$ cat src/design/lru_key_value_cache_core_defines.svh
// assertion macros shared by the lru key/value cache rtl
// no dependencies; included by the files that carry assertions
`ifndef LRU_KEY_VALUE_CACHE_CORE_DEFINES_SVH
`define LRU_KEY_VALUE_CACHE_CORE_DEFINES_SVH

// clocked assertion, masked while reset is high
`define LKV_ASSERT(name, clk, rst, prop, msg) \
  name: assert property (@(posedge clk) disable iff (rst) prop) else $error(msg);

// clocked assertion that also holds during reset
`define LKV_ASSERT_ALWAYS(name, clk, prop, msg) \
  name: assert property (@(posedge clk) prop) else $error(msg);

`endif

$ cat src/design/lkv_pkg.sv
// shared types and constants of the lru key/value cache
// no dependencies; imported by every module of the block but lkv_ram
`timescale 1ns / 1ps

package lkv_pkg;

  // storage geometry
  localparam int ENTRIES     = 16;
  localparam int KEY_BITS    = 32;
  localparam int KEY_FIELD_W = 32;
  localparam int DATA_W      = 64;
  localparam int STAMP_W     = 64;
  localparam int CAP_W       = 5;
  localparam int IDX_W       = (ENTRIES > 1) ? $clog2(ENTRIES) : 1;
  localparam int CNT_W       = $clog2(ENTRIES + 1);

  // stream payload widths
  localparam int S_TDATA_W = KEY_FIELD_W + DATA_W;
  localparam int M_TDATA_W = DATA_W;

  localparam logic [CAP_W-1:0] CAP_RESET = CAP_W'(16);

  // operation codes carried in s_tuser
  localparam logic MODE_GET = 1'b0;
  localparam logic MODE_PUT = 1'b1;

  typedef enum logic [2:0] {
    ST_IDLE,
    ST_SCAN,
    ST_DRAIN,
    ST_DECIDE,
    ST_RDWAIT,
    ST_RESPOND
  } lkv_state_t;

  // controller to datapath
  typedef struct packed {
    logic load_op;
    logic scan_en;
    logic commit;
    logic capture_rd;
    logic respond;
  } lkv_cmd_t;

  // datapath to controller
  typedef struct packed {
    logic scan_last;
    logic get_hit;
    logic out_busy;
  } lkv_status_t;

endpackage

$ cat src/design/lkv_ram.sv
// generic single write port ram with one registered read port
// no dependencies; used for the key, data and stamp stores
`timescale 1ns / 1ps

module lkv_ram #(
  parameter int WIDTH = 32,
  parameter int DEPTH = 16
) (
  input  logic                                         clk,
  input  logic                                         we,
  input  logic [((DEPTH > 1) ? $clog2(DEPTH) : 1)-1:0] waddr,
  input  logic [WIDTH-1:0]                             wdata,
  input  logic [((DEPTH > 1) ? $clog2(DEPTH) : 1)-1:0] raddr,
  output logic [WIDTH-1:0]                             rdata
);

  logic [WIDTH-1:0] mem [DEPTH];

  // write port
  always_ff @(posedge clk) begin
    if (we) begin
      mem[waddr] <= wdata;
    end
  end

  // registered read
  always_ff @(posedge clk) begin
    rdata <= mem[raddr];
  end

endmodule

$ cat src/design/lkv_ctrl.sv
// request sequencer of the lru key/value cache
// depends on lkv_pkg; drives the command struct of lkv_datapath
`timescale 1ns / 1ps

module lkv_ctrl
  import lkv_pkg::*;
(
  input  logic        clk,
  input  logic        rst,
  input  logic        s_tvalid,
  output logic        s_tready,
  input  lkv_status_t status,
  output lkv_cmd_t    cmd
);

  lkv_state_t state, state_next;

  // state register
  always_ff @(posedge clk) begin
    if (rst) begin
      state <= ST_IDLE;
    end else begin
      state <= state_next;
    end
  end

  // next state
  always_comb begin
    state_next = state;
    unique case (state)
      ST_IDLE: begin
        if (s_tvalid) state_next = ST_SCAN;
      end
      ST_SCAN: begin
        if (status.scan_last) state_next = ST_DRAIN;
      end
      ST_DRAIN: begin
        state_next = ST_DECIDE;
      end
      ST_DECIDE: begin
        state_next = status.get_hit ? ST_RDWAIT : ST_RESPOND;
      end
      ST_RDWAIT: begin
        state_next = ST_RESPOND;
      end
      ST_RESPOND: begin
        if (!status.out_busy) state_next = ST_IDLE;
      end
      default: state_next = ST_IDLE;
    endcase
  end

  // outputs
  always_comb begin
    s_tready = 1'b0;
    cmd      = '0;
    unique case (state)
      ST_IDLE: begin
        s_tready    = 1'b1;
        cmd.load_op = s_tvalid;
      end
      ST_SCAN: begin
        cmd.scan_en = 1'b1;
      end
      ST_DRAIN: begin
      end
      ST_DECIDE: begin
        cmd.commit = 1'b1;
      end
      ST_RDWAIT: begin
        cmd.capture_rd = 1'b1;
      end
      ST_RESPOND: begin
        cmd.respond = !status.out_busy;
      end
      default: begin
      end
    endcase
  end

endmodule

$ cat src/design/lkv_datapath.sv
// stores, entry scan, replacement choice and result register of the cache
// depends on lkv_pkg, lkv_ram and the assertion macro header
`timescale 1ns / 1ps
`include "lru_key_value_cache_core_defines.svh"

module lkv_datapath
  import lkv_pkg::*;
(
  input  logic                 clk,
  input  logic                 rst,
  input  logic [S_TDATA_W-1:0] s_tdata,
  input  logic                 s_tuser,
  input  logic                 cfg_we,
  input  logic [CAP_W-1:0]     cfg_data,
  output logic                 m_tvalid,
  input  logic                 m_tready,
  output logic [M_TDATA_W-1:0] m_tdata,
  output logic                 m_tuser,
  input  lkv_cmd_t             cmd,
  output lkv_status_t          status
);

  // configuration and persistent state
  logic [CAP_W-1:0]   cap_reg;
  logic [CNT_W-1:0]   cap_eff;
  logic [ENTRIES-1:0] valid;
  logic [CNT_W-1:0]   occ;
  logic [STAMP_W-1:0] use_counter;
  logic [STAMP_W-1:0] stamp_new;

  // latched request
  logic                op_mode;
  logic [KEY_BITS-1:0] op_key;
  logic [DATA_W-1:0]   op_wdata;

  // scan pipeline and trackers
  logic [IDX_W-1:0]   scan_idx;
  logic               cmp_valid;
  logic [IDX_W-1:0]   cmp_idx;
  logic               match_found;
  logic [IDX_W-1:0]   match_idx;
  logic               min_found;
  logic [IDX_W-1:0]   min_idx;
  logic [STAMP_W-1:0] min_stamp;
  logic               free_found;
  logic [IDX_W-1:0]   free_idx;

  // ram ports
  logic [KEY_BITS-1:0] key_q;
  logic [STAMP_W-1:0]  stamp_q;
  logic [DATA_W-1:0]   data_q;
  logic [IDX_W-1:0]    rd_idx;
  logic [IDX_W-1:0]    wr_idx;
  logic                key_we;
  logic                data_we;
  logic                stamp_we;

  // replacement decision
  logic               is_put;
  logic               need_evict;
  logic               do_evict;
  logic [IDX_W-1:0]   slot;
  logic               ins_new;
  logic [ENTRIES-1:0] valid_next;

  // result
  logic              res_hit;
  logic [DATA_W-1:0] res_data;

  // capacity register
  always_ff @(posedge clk) begin
    if (rst) begin
      cap_reg <= CAP_RESET;
    end else if (cfg_we) begin
      cap_reg <= cfg_data;
    end
  end

  // zero behaves as one, large values saturate at the entry count
  always_comb begin
    if (cap_reg == '0) begin
      cap_eff = CNT_W'(1);
    end else if (int'(cap_reg) > ENTRIES) begin
      cap_eff = CNT_W'(ENTRIES);
    end else begin
      cap_eff = CNT_W'(cap_reg);
    end
  end

  // request latch
  always_ff @(posedge clk) begin
    if (cmd.load_op) begin
      op_mode  <= s_tuser;
      op_key   <= s_tdata[KEY_BITS-1:0];
      op_wdata <= s_tdata[KEY_FIELD_W +: DATA_W];
    end
  end

  // scan address and compare stage tag
  always_ff @(posedge clk) begin
    if (rst) begin
      scan_idx  <= '0;
      cmp_valid <= 1'b0;
    end else begin
      cmp_valid <= cmd.scan_en;
      if (cmd.load_op) begin
        scan_idx <= '0;
      end else if (cmd.scan_en) begin
        scan_idx <= scan_idx + IDX_W'(1);
      end
    end
  end

  always_ff @(posedge clk) begin
    cmp_idx <= scan_idx;
  end

  // key match, oldest valid entry and lowest free slot, one entry a cycle
  always_ff @(posedge clk) begin
    if (cmd.load_op) begin
      match_found <= 1'b0;
      min_found   <= 1'b0;
      free_found  <= 1'b0;
    end else if (cmp_valid) begin
      if (valid[cmp_idx] && key_q == op_key && !match_found) begin
        match_found <= 1'b1;
        match_idx   <= cmp_idx;
      end
      if (valid[cmp_idx] && (!min_found || stamp_q < min_stamp)) begin
        min_found <= 1'b1;
        min_idx   <= cmp_idx;
        min_stamp <= stamp_q;
      end
      if (!valid[cmp_idx] && !free_found) begin
        free_found <= 1'b1;
        free_idx   <= cmp_idx;
      end
    end
  end

  // replacement choice for a store of a new key
  always_comb begin
    is_put     = (op_mode == MODE_PUT);
    need_evict = (occ >= cap_eff) || !free_found;
    do_evict   = need_evict && min_found;
    if (do_evict && (!free_found || min_idx < free_idx)) begin
      slot = min_idx;
    end else begin
      slot = free_idx;
    end
    valid_next = valid;
    if (do_evict) begin
      valid_next[min_idx] = 1'b0;
    end
    valid_next[slot] = 1'b1;
    ins_new   = cmd.commit && is_put && !match_found;
    stamp_new = use_counter + STAMP_W'(1);
    rd_idx    = cmd.scan_en ? scan_idx : match_idx;
    wr_idx    = match_found ? match_idx : slot;
    key_we    = ins_new;
    data_we   = cmd.commit && is_put;
    stamp_we  = cmd.commit && (is_put || match_found);
  end

  // valid bits, occupancy and use counter
  always_ff @(posedge clk) begin
    if (rst) begin
      valid       <= '0;
      occ         <= '0;
      use_counter <= '0;
    end else begin
      if (stamp_we) begin
        use_counter <= stamp_new;
      end
      if (ins_new) begin
        valid <= valid_next;
        occ <= do_evict ? occ : occ + CNT_W'(1);
      end
    end
  end

  // stores
  lkv_ram #(.WIDTH(KEY_BITS), .DEPTH(ENTRIES)) u_key_ram (
    .clk   (clk),
    .we    (key_we),
    .waddr (wr_idx),
    .wdata (op_key),
    .raddr (rd_idx),
    .rdata (key_q)
  );

  lkv_ram #(.WIDTH(DATA_W), .DEPTH(ENTRIES)) u_data_ram (
    .clk   (clk),
    .we    (data_we),
    .waddr (wr_idx),
    .wdata (op_wdata),
    .raddr (rd_idx),
    .rdata (data_q)
  );

  lkv_ram #(.WIDTH(STAMP_W), .DEPTH(ENTRIES)) u_stamp_ram (
    .clk   (clk),
    .we    (stamp_we),
    .waddr (wr_idx),
    .wdata (stamp_new),
    .raddr (rd_idx),
    .rdata (stamp_q)
  );

  // result assembly
  always_ff @(posedge clk) begin
    if (cmd.commit) begin
      res_hit  <= match_found;
      res_data <= '0;
    end else if (cmd.capture_rd) begin
      res_data <= data_q;
    end
  end

  // output register
  always_ff @(posedge clk) begin
    if (rst) begin
      m_tvalid <= 1'b0;
    end else if (cmd.respond) begin
      m_tvalid <= 1'b1;
    end else if (m_tready) begin
      m_tvalid <= 1'b0;
    end
  end

  always_ff @(posedge clk) begin
    if (cmd.respond) begin
      m_tdata <= res_data;
      m_tuser <= res_hit;
    end
  end

  // status to the sequencer
  always_comb begin
    status.scan_last = (scan_idx == IDX_W'(ENTRIES - 1));
    status.get_hit   = (op_mode == MODE_GET) && match_found;
    status.out_busy  = m_tvalid && !m_tready;
  end

  // checks
  `LKV_ASSERT(a_occ_matches_valid, clk, rst, $countones(valid) == int'(occ), "occupancy count disagrees with valid bits")
  `LKV_ASSERT(a_occ_bounded, clk, rst, int'(occ) <= ENTRIES, "occupancy above entry count")
  `LKV_ASSERT(a_insert_slot_free, clk, rst, ins_new |-> (!valid[slot] || (do_evict && slot == min_idx)), "new key stored over a live entry")
  `LKV_ASSERT(a_counter_moves_on_commit, clk, rst, (!$past(rst) && use_counter != $past(use_counter)) |-> $past(cmd.commit), "use counter moved outside a commit")
  `LKV_ASSERT(a_result_after_respond, clk, rst, (!$past(rst) && $rose(m_tvalid)) |-> $past(cmd.respond), "result shown without a respond command")

endmodule

$ cat src/design/lru_key_value_cache_core.sv
// Fully associative key/value cache with least recently used replacement.
// Each request (get or put) is taken in the idle step and then passes
// the scan, drain and decide steps, a read wait step on a get hit only,
// and the respond step that loads the output register. A new request is
// taken only back in the idle step. The pace is set by the entry scan,
// which reads one key and one stamp per cycle through the single read port
// of the stores and finds the matching key, the oldest entry and the lowest
// free slot in the same pass. A new request is taken while the previous
// result still waits in the output register. A stalled result side holds
// the sequencer in its respond step until the output register frees.
// Capacity may be written only while the block is idle.
// depends on lkv_pkg, lkv_ctrl and lkv_datapath
`timescale 1ns / 1ps

module lru_key_value_cache_core
  import lkv_pkg::*;
(
  input  logic                 clk,
  input  logic                 rst,
  // request stream
  input  logic                 s_tvalid,
  output logic                 s_tready,
  input  logic [S_TDATA_W-1:0] s_tdata,   // lookup_key [31:0], write_data [95:32]
  input  logic                 s_tuser,   // mode: 0 get, 1 put
  // result stream
  output logic                 m_tvalid,
  input  logic                 m_tready,
  output logic [M_TDATA_W-1:0] m_tdata,   // read_data [63:0]
  output logic                 m_tuser,   // hit
  // capacity register
  input  logic                 cfg_we,
  input  logic [CAP_W-1:0]     cfg_data
);

  lkv_cmd_t    cmd;
  lkv_status_t status;

  // sequencer
  lkv_ctrl u_ctrl (
    .clk      (clk),
    .rst      (rst),
    .s_tvalid (s_tvalid),
    .s_tready (s_tready),
    .status   (status),
    .cmd      (cmd)
  );

  // stores and scan logic
  lkv_datapath u_datapath (
    .clk      (clk),
    .rst      (rst),
    .s_tdata  (s_tdata),
    .s_tuser  (s_tuser),
    .cfg_we   (cfg_we),
    .cfg_data (cfg_data),
    .m_tvalid (m_tvalid),
    .m_tready (m_tready),
    .m_tdata  (m_tdata),
    .m_tuser  (m_tuser),
    .cmd      (cmd),
    .status   (status)
  );

endmodule

$ cat config.mk
export PLATFORM = sky130hd
export DESIGN_NAME = lru_key_value_cache_core
export DESIGN_NICKNAME = d
export VERILOG_FILES = /design/src/design/lkv_pkg.sv /design/src/design/lkv_ram.sv /design/src/design/lkv_ctrl.sv /design/src/design/lkv_datapath.sv /design/src/design/lru_key_value_cache_core.sv
export VERILOG_INCLUDE_DIRS = /design/src /design/src/design
export SDC_FILE = /design/constraint.sdc
export NUM_CORES = 2
export LEC_CHECK = 0
export ABC_AREA = 1
export BUFFER_PORTS_ARGS = -buffer_cell sky130_fd_sc_hd__buf_2
export CAP_MARGIN = 20
export CORE_UTILIZATION = 30
export DETAILED_ROUTE_END_ITERATION = 8
export SLEW_MARGIN = 20
export SYNTH_ARGS = -nofsm -noshare
export SYNTH_HDL_FRONTEND = slang
export SYNTH_SLANG_ARGS = --single-unit
export TNS_END_PERCENT = 100
$ cat constraint.sdc
create_clock -name clk -period 14 [get_ports clk]
set_input_delay 1.4 -clock clk [delete_from_list [all_inputs] [get_ports clk]]
set_output_delay 1.4 -clock clk [all_outputs]
set_load 0.03 [all_outputs]
==> impl_metrics.yaml <==
floorplan:
  die-area_um2: 405000
  core_um2: 400000
  initial_core_util_pct: 30.2
  die_y_um: 636
  num_rows: 232
  die_w_um: 636
  ios: 174
cells_and_area:
  final_common_cell: "edfxtp_1"
  mostFrequentLayoutCells: "2799 x edfxtp_1, 1768 x nor2_1, 1493 x o21ai_0"
  area_growth_pct: 14.5
  reg_top3: "u_datapath.u_data_ram.mem: 1024 flops, u_datapath.u_stamp_ram.mem: 1024 flops, u_datapath.u_key_ram.mem: 512 flops"
  fillers: 38270
  final_nets: 9557
  drive_gt1_share_pct: 9.43
routing:
  drt_iter0_drc: 7710
  routed-via-count: 74507
  wirelength_mm: 321
  drc: 0
  ant_nets: 0
  wl_per_cell_um: 21.5
  drt-pass1-iter-count: 8
  vias_per_cell: 4.99
global_route:
  antenna_found_initial: 16
  grtUsageMet3_pct: 2.11
  grt_pass1_wl_mm: 470
  grt_pass1_vias: 71069
  met1_usage_pct: 20.7
  busiest_layer: "met2"
  use_met2_pct: 25.4
  gr-total-overflow: 0
  grt_usage_pct: 15.2
  grt_start_max_net_pins: 235
critical_path:
  crit_chain: "inv_2 > nand3_1 > o21ai_4 > buf_12 > buf_4 > buf_4 > buf_4 > o21ai_0 > o211ai_1 > o211ai_1 > nand2_1"
  cpMostUsedCell: "buf_4"
  crit_slowest_cell: "buf_4"
  endpoint_kind: "register"
  crit_required_ns: 14.90
  crit_path_max_fanout: 187
  start_kind: "register"
  cpPeakStageDelay_ns: 0.90
  cp.arrival_ns: 6.43
  criticalPathCategory: "reg2reg"
clock_tree:
  cts_tree: "yes"
  clk_pin_slew_worst_paths_ns: 0.06
  clock_path_buffers: 4
  cts_made_buffers: 325
  h-tree-depth: 5
  post_cts_resized: 0
  postCtsSetupBuffers: 0
  cts.sinks: 3129
  cts_root_buffer: "clkbuf_16"
  ctsHoldBuffers: 0
  clock_latency_ns: 0.99
sta:
  drv_slew: 0
  fin_hold_ws_ns: 0.397
  max_freq_mhz: 181
  skew_ns: 0.0988
  max_slew_margin_pct: 23.9
  period_minus_slack_ns: 5.53
  setup-tns-final_ns: 0
  finalSetupViolCount: 0
  hold_violations: 0
  tightest_slew_ns: 1.14
  post-route-period-util_pct: 39.5
  rsz0062_at_grt: "no"
synthesis:
  yosys_warnings: 0
  synth-async-reset-ratio_pct: 0
  syn_avg_cell_area_um2: 13.0
  synth_seq_area_share_pct: 75.2
  syn_area_um2: 121000
  ys_types: 42
  synth_edf_count: 2799
  syn_nets: 9480
  ys_ff_latch: 3129
  synth_flop_cell: "edfxtp_1"
  syn_inst: 9299
job:
  cap_violations: 0
pwr:
  p_leak_uw: 0.0473
  p_per_area_nw_per_um2: 157
  vdd_ir_drop_max_mv: 0.113
worst_hold_path:
  min_path_type: "reg2reg"
status:
  status: "completed"
placement:
  port_buffers: 173
  gp_congestion: 0.848
  dp_hpwl_mm: 162
-- critical path: cells and delay by family, from the launching register on --
family          cells  cell delay (ns)
buf+inv             5             3.38
compound gates      4             0.98
simple gates        2             0.57
flops               1             0.35
-- worst paths after layout --
check                                                 startpoint                               to  slack, ns  cells past startpoint
worst max-delay path                             u_ctrl.state[2]  u_datapath.u_data_ram.rdata[45]       8.47                     11
worst min-delay path            u_datapath.u_stamp_ram.rdata[27]         u_datapath.min_stamp[27]       0.40                      0
worst max register to register                   u_ctrl.state[2]  u_datapath.u_data_ram.rdata[45]       8.47                     11
worst min register to register  u_datapath.u_stamp_ram.rdata[27]         u_datapath.min_stamp[27]       0.40                      0
-- synth_stat cells, drive strengths merged (2+ instances only) --
library cell / number / area [um2]
a22o: 3 / 26.3
ha: 74 / 926
nand3b: 2 / 15.0
o221ai: 133 / 1160
mux2i: 4 / 40.0
nor3b: 3 / 22.5
o211ai: 296 / 2220
nand2: 450 / 1700
a31oi: 3 / 18.8
a21oi: 121 / 613
inv: 357 / 1340
xnor2: 4 / 35.0
nor2: 1811 / 6810
nor3: 31 / 155
xor2: 57 / 499
clkbuf: 324 / 1220
o21ai: 1653 / 8280
o2111ai: 2 / 17.5
buf: 256 / 1380
or2: 2 / 12.5
nor4: 9 / 56.3
nand4: 27 / 169
and3: 2 / 12.5
dfxtp: 330 / 6610
o21bai: 43 / 323
o22ai: 295 / 1850
nand3: 202 / 1010
a211oi: 2 / 15.0
edfxtp: 2799 / 84100
-- power by group --
part | internal (uW) | switching, uW
logic | 646 | 1570
registers | 10500 | 288
clock network | 4930 | 3690
total | 16100 | 5550
-- through the flow --
step           instances  area, um2  total power, uW  setup WS, ns  util, %
2_1_floorplan       9299     121000            12500          6.10        -
3_3_place_gp       14313     127000            13200          8.53     31.8
3_5_place_dp       14313     127000            13200          8.49     31.8
4_1_cts            14918     138000            21800          8.49     34.5
5_1_grt            14921     138000            22400          8.13     34.5
6_report           14929     138000            21700          8.47     34.5
-- area by class of cell --
| class | instances | area (um2) | share of cell area, % |
|---|---|---|---|
| sequential | 3129 | 90700 | 65.7 |
| tap | 5265 | 6590 | 4.77 |
| multi-input combinational | 5233 | 26600 | 19.2 |
| timing repair buffer | 330 | 2140 | 1.55 |
| clock inverter | 160 | 1690 | 1.22 |
| inverter | 357 | 1390 | 1.01 |
| clock buffer | 445 | 9000 | 6.52 |
| antenna | 10 | 25.0 | 0.0181 |
-- cells by family after synthesis --
logic type	count (synthesis)	synth area share [%]
compound gates	2554	12.1
xor+xnor	61	0.443
fa+ha+maj	74	0.768
buf+inv	937	3.26
flops	3129	75.2
mux	4	0.0332
simple gates	2540	8.26
-- routing by layer --
layer | vias up | share of wire [%] | wire length, um
met5 | - | 0.0084 | 27
met4 | 4 | 2.3 | 7220
met2 | 2654 | 48 | 153000
met1 | 37175 | 43 | 139000
li1 | 34192 | - | -
met3 | 482 | 6.7 | 21500
Note: power is estimated with default switching activity, not from simulation.
